--- src/hw/rtl/ovl_pkg.sv ---
// shared constants of the ordered value list
package ovl_pkg;

  localparam int CMD_W = 2;
  localparam int VAL_W = 32;
  localparam int ST_W = 2;
  localparam int CNT_OUT_W = 5;

  localparam logic [CMD_W-1:0] CMD_INSERT = 2'd0;
  localparam logic [CMD_W-1:0] CMD_REMOVE = 2'd1;
  localparam logic [CMD_W-1:0] CMD_SEARCH = 2'd2;

  localparam logic [ST_W-1:0] ST_OK = 2'd0;
  localparam logic [ST_W-1:0] ST_NOT_FOUND = 2'd1;
  localparam logic [ST_W-1:0] ST_FULL = 2'd2;

endpackage

--- src/hw/rtl/ovl_ram.sv ---
// generic simple dual-port ram with registered read
module ovl_ram #(
  parameter int Width = 32,
  parameter int Depth = 16
) (
  input  logic                                    clk_i,
  input  logic                                    we_i,
  input  logic [((Depth > 1) ? $clog2(Depth) : 1)-1:0] waddr_i,
  input  logic [Width-1:0]                        wdata_i,
  input  logic [((Depth > 1) ? $clog2(Depth) : 1)-1:0] raddr_i,
  output logic [Width-1:0]                        rdata_o
);

  logic [Width-1:0] mem [Depth];

  always_ff @(posedge clk_i) begin
    if (we_i) begin
      mem[waddr_i] <= wdata_i;
    end
    rdata_o <= mem[raddr_i];
  end

endmodule

--- src/hw/rtl/ordered_value_list_top.sv ---
// ordered value list: append, remove first match, search over a ram
//
// channel  | handshake         | fields
// ---------+-------------------+------------------------------------
// command  | start, busy       | command_i, value_i
// result   | done_o (strobe)   | status_o, is_empty_o, entry_count_o
//
// insert and the unused code report in the next cycle and allow a new item at once.
// search reads the ram one entry a cycle into one comparator and stops at the first match.
// remove scans for the first match as search does, then shifts the later
// entries down one place through the same ram.
// reset clears the count and the sequencer; ram contents are never cleared.
// results cannot be stalled; busy stays high while a scan or shift runs.
module ordered_value_list_top #(
  parameter int MAX_ENTRIES = 16
) (
  input  logic                               clk_i,
  input  logic                               rst_ni,
  input  logic                               start,
  output logic                               busy,
  input  logic [ovl_pkg::CMD_W-1:0]          command_i,
  input  logic signed [ovl_pkg::VAL_W-1:0]   value_i,
  output logic                               done_o,
  output logic [ovl_pkg::ST_W-1:0]           status_o,
  output logic                               is_empty_o,
  output logic [ovl_pkg::CNT_OUT_W-1:0]      entry_count_o
);

  localparam int AW = (MAX_ENTRIES > 1) ? $clog2(MAX_ENTRIES) : 1;
  localparam int CntW = $clog2(MAX_ENTRIES + 1);
  localparam logic [CntW-1:0] MaxCnt = CntW'(MAX_ENTRIES);

  typedef enum logic [1:0] {
    S_IDLE,
    S_SCAN,
    S_SHIFT
  } state_e;

  state_e state_q;
  logic [CntW-1:0] count_q;
  logic [CntW-1:0] idx_q;
  logic [CntW-1:0] pidx_q;
  logic pend_q;
  logic [ovl_pkg::CMD_W-1:0] cmd_q;
  logic signed [ovl_pkg::VAL_W-1:0] value_q;
  logic done_q;
  logic [ovl_pkg::ST_W-1:0] status_q;

  logic accept;
  logic issue;
  logic match;
  logic we;
  logic [AW-1:0] waddr;
  logic [ovl_pkg::VAL_W-1:0] wdata;
  logic [ovl_pkg::VAL_W-1:0] rdata;
  logic [CntW-1:0] pidx_m1;
  logic [CntW+ovl_pkg::CNT_OUT_W-1:0] count_ext;

  assign busy = (state_q != S_IDLE);
  assign accept = start && !busy;
  assign issue = (state_q == S_SCAN || state_q == S_SHIFT) && (idx_q < count_q);
  assign match = pend_q && (rdata == value_q);
  assign pidx_m1 = pidx_q - 1'b1;

  always_comb begin
    we = 1'b0;
    waddr = count_q[AW-1:0];
    wdata = value_i;
    if (accept && command_i == ovl_pkg::CMD_INSERT && count_q < MaxCnt) begin
      we = 1'b1;
    end else if (state_q == S_SHIFT && pend_q) begin
      // entry read last cycle moves down one place
      we = 1'b1;
      waddr = pidx_m1[AW-1:0];
      wdata = rdata;
    end
  end

  ovl_ram #(
    .Width(ovl_pkg::VAL_W),
    .Depth(MAX_ENTRIES)
  ) u_ram (
    .clk_i   (clk_i),
    .we_i    (we),
    .waddr_i (waddr),
    .wdata_i (wdata),
    .raddr_i (idx_q[AW-1:0]),
    .rdata_o (rdata)
  );

  always_ff @(posedge clk_i or negedge rst_ni) begin
    if (!rst_ni) begin
      state_q <= S_IDLE;
      count_q <= '0;
      idx_q <= '0;
      pidx_q <= '0;
      pend_q <= 1'b0;
      cmd_q <= ovl_pkg::CMD_INSERT;
      value_q <= '0;
      done_q <= 1'b0;
      status_q <= ovl_pkg::ST_OK;
    end else begin
      done_q <= 1'b0;
      case (state_q)
        S_IDLE: begin
          if (accept) begin
            cmd_q <= command_i;
            value_q <= value_i;
            idx_q <= '0;
            pend_q <= 1'b0;
            case (command_i)
              ovl_pkg::CMD_INSERT: begin
                done_q <= 1'b1;
                if (count_q < MaxCnt) begin
                  count_q <= count_q + 1'b1;
                  status_q <= ovl_pkg::ST_OK;
                end else begin
                  status_q <= ovl_pkg::ST_FULL;
                end
              end
              ovl_pkg::CMD_REMOVE, ovl_pkg::CMD_SEARCH: begin
                state_q <= S_SCAN;
              end
              default: begin
                done_q <= 1'b1;
                status_q <= ovl_pkg::ST_OK;
              end
            endcase
          end
        end
        S_SCAN: begin
          if (match) begin
            if (cmd_q == ovl_pkg::CMD_SEARCH) begin
              done_q <= 1'b1;
              status_q <= ovl_pkg::ST_OK;
              state_q <= S_IDLE;
            end else begin
              // start shifting from the entry after the match
              state_q <= S_SHIFT;
              idx_q <= pidx_q + 1'b1;
              pend_q <= 1'b0;
            end
          end else if (!issue && !pend_q) begin
            done_q <= 1'b1;
            status_q <= ovl_pkg::ST_NOT_FOUND;
            state_q <= S_IDLE;
          end else begin
            idx_q <= idx_q + CntW'(issue);
            pend_q <= issue;
            pidx_q <= idx_q;
          end
        end
        S_SHIFT: begin
          if (!issue && !pend_q) begin
            count_q <= count_q - 1'b1;
            done_q <= 1'b1;
            status_q <= ovl_pkg::ST_OK;
            state_q <= S_IDLE;
          end else begin
            idx_q <= idx_q + CntW'(issue);
            pend_q <= issue;
            pidx_q <= idx_q;
          end
        end
        default: begin
          state_q <= S_IDLE;
        end
      endcase
    end
  end

  assign count_ext = {{ovl_pkg::CNT_OUT_W{1'b0}}, count_q};
  assign done_o = done_q;
  assign status_o = status_q;
  assign is_empty_o = (count_q == '0);
  assign entry_count_o = count_ext[ovl_pkg::CNT_OUT_W-1:0];

endmodule

--- config.mk ---
export PLATFORM = sky130hd
export DESIGN_NAME = ordered_value_list_top
export DESIGN_NICKNAME = d
export VERILOG_FILES = /design/src/hw/rtl/ovl_pkg.sv /design/src/hw/rtl/ovl_ram.sv /design/src/hw/rtl/ordered_value_list_top.sv
export SDC_FILE = /design/constraint.sdc
export NUM_CORES = 1
export LEC_CHECK = 0
export BUFFER_PORTS_ARGS = -buffer_cell sky130_fd_sc_hd__buf_2
export CAP_MARGIN = 30
export CORE_ASPECT_RATIO = 1.25
export CORE_MARGIN = 5
export CORE_UTILIZATION = 55
export DETAILED_ROUTE_END_ITERATION = 10
export PLACE_DENSITY = 0.71
export SKIP_CTS_REPAIR_TIMING = 1
export SLEW_MARGIN = 15
export SYNTH_ARGS = -nofsm -noshare
export SYNTH_HDL_FRONTEND = slang
export SYNTH_HIERARCHICAL = 1
export SYNTH_SLANG_ARGS = --single-unit
--- constraint.sdc ---
create_clock -name clk_i -period 11.8 [get_ports clk_i]
set_input_delay 2.36 -clock clk_i [delete_from_list [all_inputs] [get_ports clk_i]]
set_output_delay 2.36 -clock clk_i [all_outputs]
set_load 0.05 [all_outputs]
==> out/metrics.cfg, run 1 <==
[detailed_routing]
dr.pass1.iters = 5
vias = 11500
finalWirelength_mm = 50.4
drtIter0Drc = 1003
drt.antenna.violating_nets = 0
routedWlPerCell_um = 27.2
vias_per_cell = 6.18
drcViolationCount = 0

[pwr]
ir_worst_vdd_v = 0.000138
p_total_mw = 4.82
p_per_area_nw_per_um2 = 182
p_leak_nw = 8.64

[floorplan]
die_x_um = 195
num_rows = 84
boundaryPins = 47
die_area_um2 = 47000
die_y_um = 241
fp.coreArea_um2 = 42100
floorplan.initialDensity_pct = 55.8

[flow_run]
max_cap_viol_count = 0

[synthesis]
yosysSeqAreaShare_pct = 73.9
netlist_area_um2 = 23500
yosysTopAreaCellShare_pct = 65.4
ys_async_sr_fraction_pct = 9.18
yosysUniqueCellTypes = 57
yosys_most_used_dff = edfxtp_1
synth-edff-count = 512
ys_ff_latch = 599
synth_top_area_cell = edfxtp_1
ys_warn_count = 6
synth_most_common_cell = edfxtp_1
yosys-top-cells-area = edfxtp_1, mux4_2, dfrtp_1
avgSynthCellArea_um2 = 20.1
synthTopCellsByCount = edfxtp_1, mux4_2, a22oi_1
synthCells = 1169
synth_nets = 1223

[global_route]
grt_use_total_pct = 21.8
antenna_found_initial = 0
grt_max_degree = 56
grt_pass1_vias = 11900
grt-ovfl-total = 0
grt_pass1_wl_mm = 76.3

[placement]
dpl-instance-area_um2 = 24600
gp_congestion = 0.790
post-place-ws_ns = 5.62
dp_hpwl_mm = 28.7
dpl.cell_count = 1753
port-buffer-count = 46

[timing]
drv_slew = 0
max_freq_mhz = 180
period_share_pct = 47.2
whs_ns = 0.481
rsz0062_at_grt = false
period_needed_ns = 5.57
tns_ns = 0
hold_violations = 0
relSlewSlack_pct = 45.7
setup_violations = 0
worstMarginPinSlew_ns = 0.813
postLayoutSetupSlackWorst_ns = 6.23
fin_skew_ns = 0.0291

[critical_path]
cp_data_arrival_time_ns = 5.78
slowest_delay_ns = 0.61
crit_buf_inv = 4
crit_family = simple AND/OR/NAND/NOR gates
cp_cell_sequence = buf_2 -> inv_1 -> ha_1 -> nand4_1 -> nor2b_4 -> buf_4 -> nor2_1 -> a21oi_1 -> nand2_1 -> nor2_4 -> buf_4
reg2reg_from = state_q[0]$_DFFE_PN0P_
end_kind = flip-flop
cp-startpoint = command_i[0]
critPathKind = input pin to flip-flop
required_ns = 12.01
cp_slowest_cell = a21oi_1
reg2reg_slack_ns = 7.33
worstSetupStartpointType = input pin
worst_path_most_repeated_cell = buf_4
cp_max_fo = 40

[cts]
cts.sinks = 599
cts_tree = built
clk_latency_ns = 0.58
path_clk_slew_ns = 0.06
cts_root_buf = clkbuf_16
clk_path_buf_depth = 3
cts.htree.levels = 2
cts_inserted_buffers = 54

[layout]
layout-drive-gt1-share_pct = 29.6
n_fill_cell = 2818
multi_input_area_um2 = 5990
finalNonFillerCells = 1856
ff_latch_area_um2 = 17400
fin_util_pct = 62.9
nNetsFinal = 1307
fin_area_um2 = 26500
diodes = 0
syn_to_final_growth_pct = 12.8

[hold_path]
worstHoldStart = status_o[1]$_DFFE_PN0P_
hold_path.class = flip-flop to flip-flop

[run_status]
status = finished, final reports clean

cell usage in the layout (no fill, tap or decap), types with 3 or more instances in the layout:
cell         n
buf_16       4
clkbuf_16   54
ha_1        16
nand4_1      9
nor3_1       4
nand3_1      6
a21o_1       4
mux2_2      55
o32a_1       3
xor2_1      22
a21oi_1      9
dfxtp_1     32
clkinv_2    12
dfrtp_1     53
and3_1       4
o211ai_1     3
nand3b_1     3
inv_1       13
nor2b_4      3
o22a_1       3
edfxtp_1   512
bufinv_16    6
clkbuf_8     8
nor3_2       3
a22oi_1     66
clkinv_1    10
nand2b_1     5
mux4_2     128
buf_4       27
xnor2_1     21
o21ai_1      5
o21ai_0      8
nand2_1     51
clkbuf_1     7
mux2_1      16
nor2_1       7
nor4_1       5
nor2_4      13
buf_2       46
report_power, final:
part	switching (mW)	internal, mW	total [mW]
logic	0.375	0.211	0.586
registers	0.0716	2.40	2.47
clock network	0.738	1.02	1.76
kinds of logic after synthesis:
| kind of cell | share of synthesized area (%) |
|---|---|
| xor gates and xnor gates | 1.60 |
| DFF | 73.9 |
| and+or+nand+nor | 3.05 |
| muxes | 15.7 |
| AOI/OAI and AO/OA | 3.51 |
| adders and majority gates | 0.936 |
| buffers and inverters | 1.22 |
registers in the layout (all words and copies together), names as in the netlist:
name / cells
value_q: 32
done_o: 1
status_o: 2
u_ram/mem: 512
idx_q: 5
entry_count_o: 5
u_ram/rdata_o: 32
state_q: 2
cmd_q: 2
pend_q: 1
pidx_q: 5
path summary, 6_finish.rpt:
path,to,depth (start not counted)
min in group asynchronous,value_q[5]$_DFFE_PN0P_,2
worst max register to register,u_ram/mem[15][2]$_DFFE_PP_,10
worst min register to register,status_o[1]$_DFFE_PN0P_,1
max in group asynchronous,idx_q[1]$_DFFE_PN0P_,3
worst max-delay path,u_ram/mem[15][2]$_DFFE_PP_,11
worst min-delay path,status_o[1]$_DFFE_PN0P_,1
area by class of cell:
| class | count | share of cell area [%] |
|---|---|---|
| clock inverters | 31 | 1.17 |
| repair buffers | 79 | 2.20 |
| inverters | 14 | 0.198 |
| multi-input cells | 505 | 22.6 |
| well taps | 559 | 2.64 |
| clock buffers | 69 | 5.61 |
| flip-flops and latches | 599 | 65.6 |
layer usage:
| metal | share of wire [%] | track usage (%) |
|---|---|---|
| met1 | 41 | 30.3 |
| met2 | 51 | 37.2 |
| met3 | 6.7 | 3.50 |
| met4 | 1.9 | 4.97 |
| met5 | 0 | 0 |
No activity file was read; power rests on OpenSTA's default activity.
==> inputs of run 2 (changes only) <==
Clock period 11.8 ns to 5.5 ns, I/O delays scaled along.
==> out/metrics.cfg, run 2 (synthesis gave the netlist of run 1 again) <==
[timing]
period_share_pct = 73.4
setup_violations = 0
fin_skew_ns = 0.0161
rsz0062_at_grt = false
tns_ns = 0
hold_violations = 0
postLayoutSetupSlackWorst_ns = 1.46
worstMarginPinSlew_ns = 0.998
max_freq_mhz = 248
relSlewSlack_pct = 33.5
whs_ns = 0.421
drv_slew = 0
period_needed_ns = 4.04

[layout]
layout-drive-gt1-share_pct = 30.0
fin_area_um2 = 26500
fin_util_pct = 62.9
diodes = 0
mostFrequentLayoutCells = edfxtp_1, mux4_2, a22oi_1, clkbuf_16, mux2_2
finalNonFillerCells = 1859
nNetsFinal = 1309
largest_reg_flops = 512
top_register = u_ram/mem
reg_top3 = u_ram/mem: 512 flops, u_ram/rdata_o: 32 flops, value_q: 32 flops
layout_commonest_cell = edfxtp_1
syn_to_final_growth_pct = 12.8

[detailed_routing]
dr.pass1.iters = 5
drt.antenna.violating_nets = 0
drtIter0Drc = 1194
finalWirelength_mm = 53.3
drcViolationCount = 0
routedWlPerCell_um = 28.7
vias = 11700
vias_per_cell = 6.31

[floorplan]
floorplan.initialDensity_pct = 55.8
fp.coreArea_um2 = 42100
boundaryPins = 47
num_rows = 84
die_y_um = 241
die_x_um = 195
die_area_um2 = 47000

[critical_path]
reg2reg_depth = 9
end_kind = flip-flop
required_ns = 5.79
critPathKind = flip-flop to flip-flop
rr_endpoint = u_ram/mem[11][17]$_DFFE_PP_
cp_data_arrival_time_ns = 4.33
reg2reg_slack_ns = 1.46
worstSetupStartpointType = flip-flop
cp_max_fo = 17
reg2reg_from = state_q[0]$_DFFE_PN0P_

[placement]
dp_hpwl_mm = 32.5
dpl.cell_count = 1758
gp_congestion = 0.792
port-buffer-count = 46
dpl-instance-area_um2 = 24700
post-place-ws_ns = 1.03

[pwr]
p_leak_nw = 8.64
ir_worst_vdd_v = 0.000258
p_per_area_nw_per_um2 = 394
p_total_mw = 10.4

[global_route]
grt_pass1_wl_mm = 79.6
antenna_found_initial = 2
grt_pass1_vias = 12100
grt_use_total_pct = 23.1
grt-ovfl-total = 0
grt_max_degree = 63

[hold_path]
hold_path.class = input pin to asynchronous set/reset pin

[cts]
clk_latency_ns = 0.60
cts_tree = built
cts.htree.levels = 2
clk_path_buf_depth = 3
cts_inserted_buffers = 54
cts_root_buf = clkbuf_16
path_clk_slew_ns = 0.07
cts.sinks = 599

[flow_run]
max_cap_viol_count = 0

[run_status]
status = finished, final reports clean

run 2: cell count changes in the layout (fill, tap and decap cells not counted), moves of 4 or more:
cell | previous run | this run
buf_4 | 27 | 32
clkbuf_1 | 7 | 13
clkinv_1 | 10 | 1
clkinv_2 | 12 | 8
inv_6 | 0 | 5
run 2: area by class of cell:
class / instances / area, um^2
flip-flops and latches: 599 / 17400
fillers: 2820 / 15600
well taps: 559 / 699
multi-input cells: 505 / 5980
clock inverters: 25 / 308
repair buffers: 81 / 538
inverters: 14 / 52.6
clock buffers: 76 / 1550
run 2: how the worst max path moves through the flow:
stage                           start                          end  slack [ns]
2_1_floorplan            command_i[0]    u_ram/mem[0][0]$_DFFE_PP_        0.19
3_3_place_gp             command_i[0]   u_ram/mem[5][20]$_DFFE_PP_        1.17
3_5_place_dp             command_i[0]   u_ram/mem[5][20]$_DFFE_PP_        1.03
4_1_cts        state_q[0]$_DFFE_PN0P_    u_ram/mem[5][9]$_DFFE_PP_        1.47
5_1_grt        state_q[0]$_DFFE_PN0P_    u_ram/mem[5][9]$_DFFE_PP_        1.16
6_report       state_q[0]$_DFFE_PN0P_  u_ram/mem[11][17]$_DFFE_PP_        1.46
run 2: routing by layer:
metal | wire length (um) | vias up | part of all wire (%) | GRT usage, %
li1 | - | 4955 | - | -
met4 | 1630 | 4 | 3.1 | 7.26
met3 | 4500 | 90 | 8.4 | 4.93
met1 | 20500 | 6161 | 38 | 31.4
met2 | 26700 | 517 | 50 | 38.2
met5 | 29 | - | 0.054 | 0
run 2: power by group:
part / switching (mW) / internal (mW)
logic: 0.786 / 0.449
clock network: 1.63 / 2.26
registers: 0.164 / 5.15
total: 2.58 / 7.86
run 2: critical path, cell delays in order (launching register included):
cell     delay, ns
dfrtp_1       0.41
inv_1         0.11
ha_1          0.43
nand2_1       0.18
nor2b_4       0.45
nor2_1        0.08
a21oi_1       0.53
nand2_1       0.41
nor2_4        0.76
buf_4         0.34
==> inputs of run 3 (changes only) <==
Clock period 5.5 ns to 4.1 ns, I/O delays scaled along.
==> out/metrics.cfg, run 3 (synthesis gave the netlist of run 1 again) <==
[pwr]
p_leak_nw = 8.59
swShare_pct = 24.9
internal_power_mw = 10.3
p_per_area_nw_per_um2 = 516
ir_worst_vdd_v = 0.000377
combPwrFrac_pct = 12.3
p_total_mw = 13.7
clkPwrFrac_pct = 35.8
power_switching_mw = 3.42
pwr-share-seq_pct = 51.9

[layout]
largest_reg_flops = 512
reg_top3 = u_ram/mem: 512 flops, u_ram/rdata_o: 32 flops, value_q: 32 flops
nNetsFinal = 1306
finalNonFillerCells = 1855
fin_area_um2 = 26500
top_register = u_ram/mem
layout-drive-gt1-share_pct = 29.0
layout_commonest_cell = edfxtp_1
syn_to_final_growth_pct = 12.8
fin_util_pct = 63.0
mostFrequentLayoutCells = edfxtp_1, mux4_2, a22oi_1, mux2_2, clkbuf_16
n_fill_cell = 2839
diodes = 0

[detailed_routing]
vias = 11600
finalWirelength_mm = 51.5
drtIter0Drc = 1264
met3_length_mm = 4.56
drcViolationCount = 0
routed.top_layer = met5
routedWlPerCell_um = 27.8
wl_met2_mm = 23.9
drt.antenna.violating_nets = 0
dr.pass1.iters = 5
wl_met1_mm = 21.8
vias_per_cell = 6.23

[floorplan]
num_rows = 84
fp.coreArea_um2 = 42100
die_area_um2 = 47000
boundaryPins = 47
die_x_um = 195
floorplan.initialDensity_pct = 55.8
die_y_um = 241

[timing]
fin_skew_ns = 0.0292
hold_violations = 0
setup_violations = 0
tns_ns = 0
max_freq_mhz = 303
worstMarginPinSlew_ns = 0.897
period_share_pct = 80.5
postLayoutSetupSlackWorst_ns = 0.798
drv_slew = 0
relSlewSlack_pct = 40.2
whs_ns = 0.154
period_needed_ns = 3.30
rsz0062_at_grt = false

[global_route]
grt_pass1_vias = 11900
grt-ovfl-total = 0
grt_pass1_wl_mm = 77.9
antenna_found_initial = 1
grt_use_total_pct = 22.3
grt_max_degree = 134

[critical_path]
critPathKind = flip-flop to flip-flop
worstSetupStartpointType = flip-flop
slowest_delay_ns = 0.54
cp_slowest_cell = nor2_4
required_ns = 4.38
cp_max_fo = 22
cp_cell_sequence = inv_1 -> ha_1 -> nand4_1 -> nor2b_4 -> o21ai_0 -> nand3b_1 -> nor2_4 -> buf_12
cp_data_arrival_time_ns = 3.59
end_kind = flip-flop

[placement]
dp_hpwl_mm = 32.4
port-buffer-count = 46
post-place-ws_ns = 0.506
dpl.cell_count = 1755
dpl-instance-area_um2 = 24800
gp_congestion = 0.845

[cts]
path_clk_slew_ns = 0.07
cts_inserted_buffers = 54
cts_root_buf = clkbuf_16
clk_latency_ns = 0.61
cts_tree = built
cts.htree.levels = 2
cts.sinks = 599
clk_path_buf_depth = 3

[hold_path]
hold_path.class = input pin to asynchronous set/reset pin

[flow_run]
max_cap_viol_count = 0

[run_status]
status = finished, final reports clean

-- run 3: cell types whose count changed in the layout (fill, tap and decap cells not counted), moves of 2 or more --
cell / previous run / this run
nor3_2: 4 / 0
inv_6: 5 / 2
clkbuf_8: 7 / 2
clkbuf_1: 13 / 16
inv_16: 0 / 2
nor3_4: 0 / 4
bufinv_16: 6 / 4
buf_12: 2 / 14
clkinv_1: 1 / 8
clkbuf_16: 56 / 54
buf_4: 32 / 18
-- run 3: final timing paths --
path,endpoint,slack [ns],cells past startpoint,from
max in group asynchronous,idx_q[1]$_DFFE_PN0P_,2.95,2,rst_ni
min reg2reg,status_o[0]$_DFFE_PN0P_,0.50,1,status_o[0]$_DFFE_PN0P_
max reg2reg,u_ram/mem[11][13]$_DFFE_PP_,0.80,8,state_q[1]$_DFFE_PN0P_
min in group clk_i,value_q[14]$_DFFE_PN0P_,0.48,2,value_i[14]
max,u_ram/mem[11][13]$_DFFE_PP_,0.80,8,state_q[1]$_DFFE_PN0P_
min,value_q[7]$_DFFE_PN0P_,0.15,1,rst_ni
-- run 3: worst max-delay path: cells and delay by family, from the launching register on --
kind            cells  cell delay (ns)
buf+inv             2             0.39
simple gates        4             1.50
flops               1             0.42
compound gates      1             0.33
fa+ha+maj           1             0.31
-- run 3: routing by layer --
metal  up-vias  GRT usage (%)
li1       4943              -
met1      6038           33.6
met2       504           34.1
met3        63           4.68
met4         2           6.10
met5         -              0
-- run 3: cell type report --
cell class	count	area (um^2)	share of cell area, %
clock buffer	72	1440	5.42
clock inverter	28	290	1.09
inverter	14	52.6	0.198
multi-input combinational	505	6010	22.6
sequential	599	17400	65.6
tap	559	699	2.64
timing repair buffer	78	646	2.43
-- run 3: power groups by stage --
stage | Clock (mW) | Sequential (mW) | Combinational (mW)
final | 4.91 | 7.11 | 1.68
after global routing | 5.27 | 7.13 | 1.81
after CTS | 4.99 | 7.11 | 1.70
after detailed placement | 0 | 7.23 | 1.69
after global placement | 0 | 7.22 | 1.66
after floorplan | 0 | 7.28 | 1.04
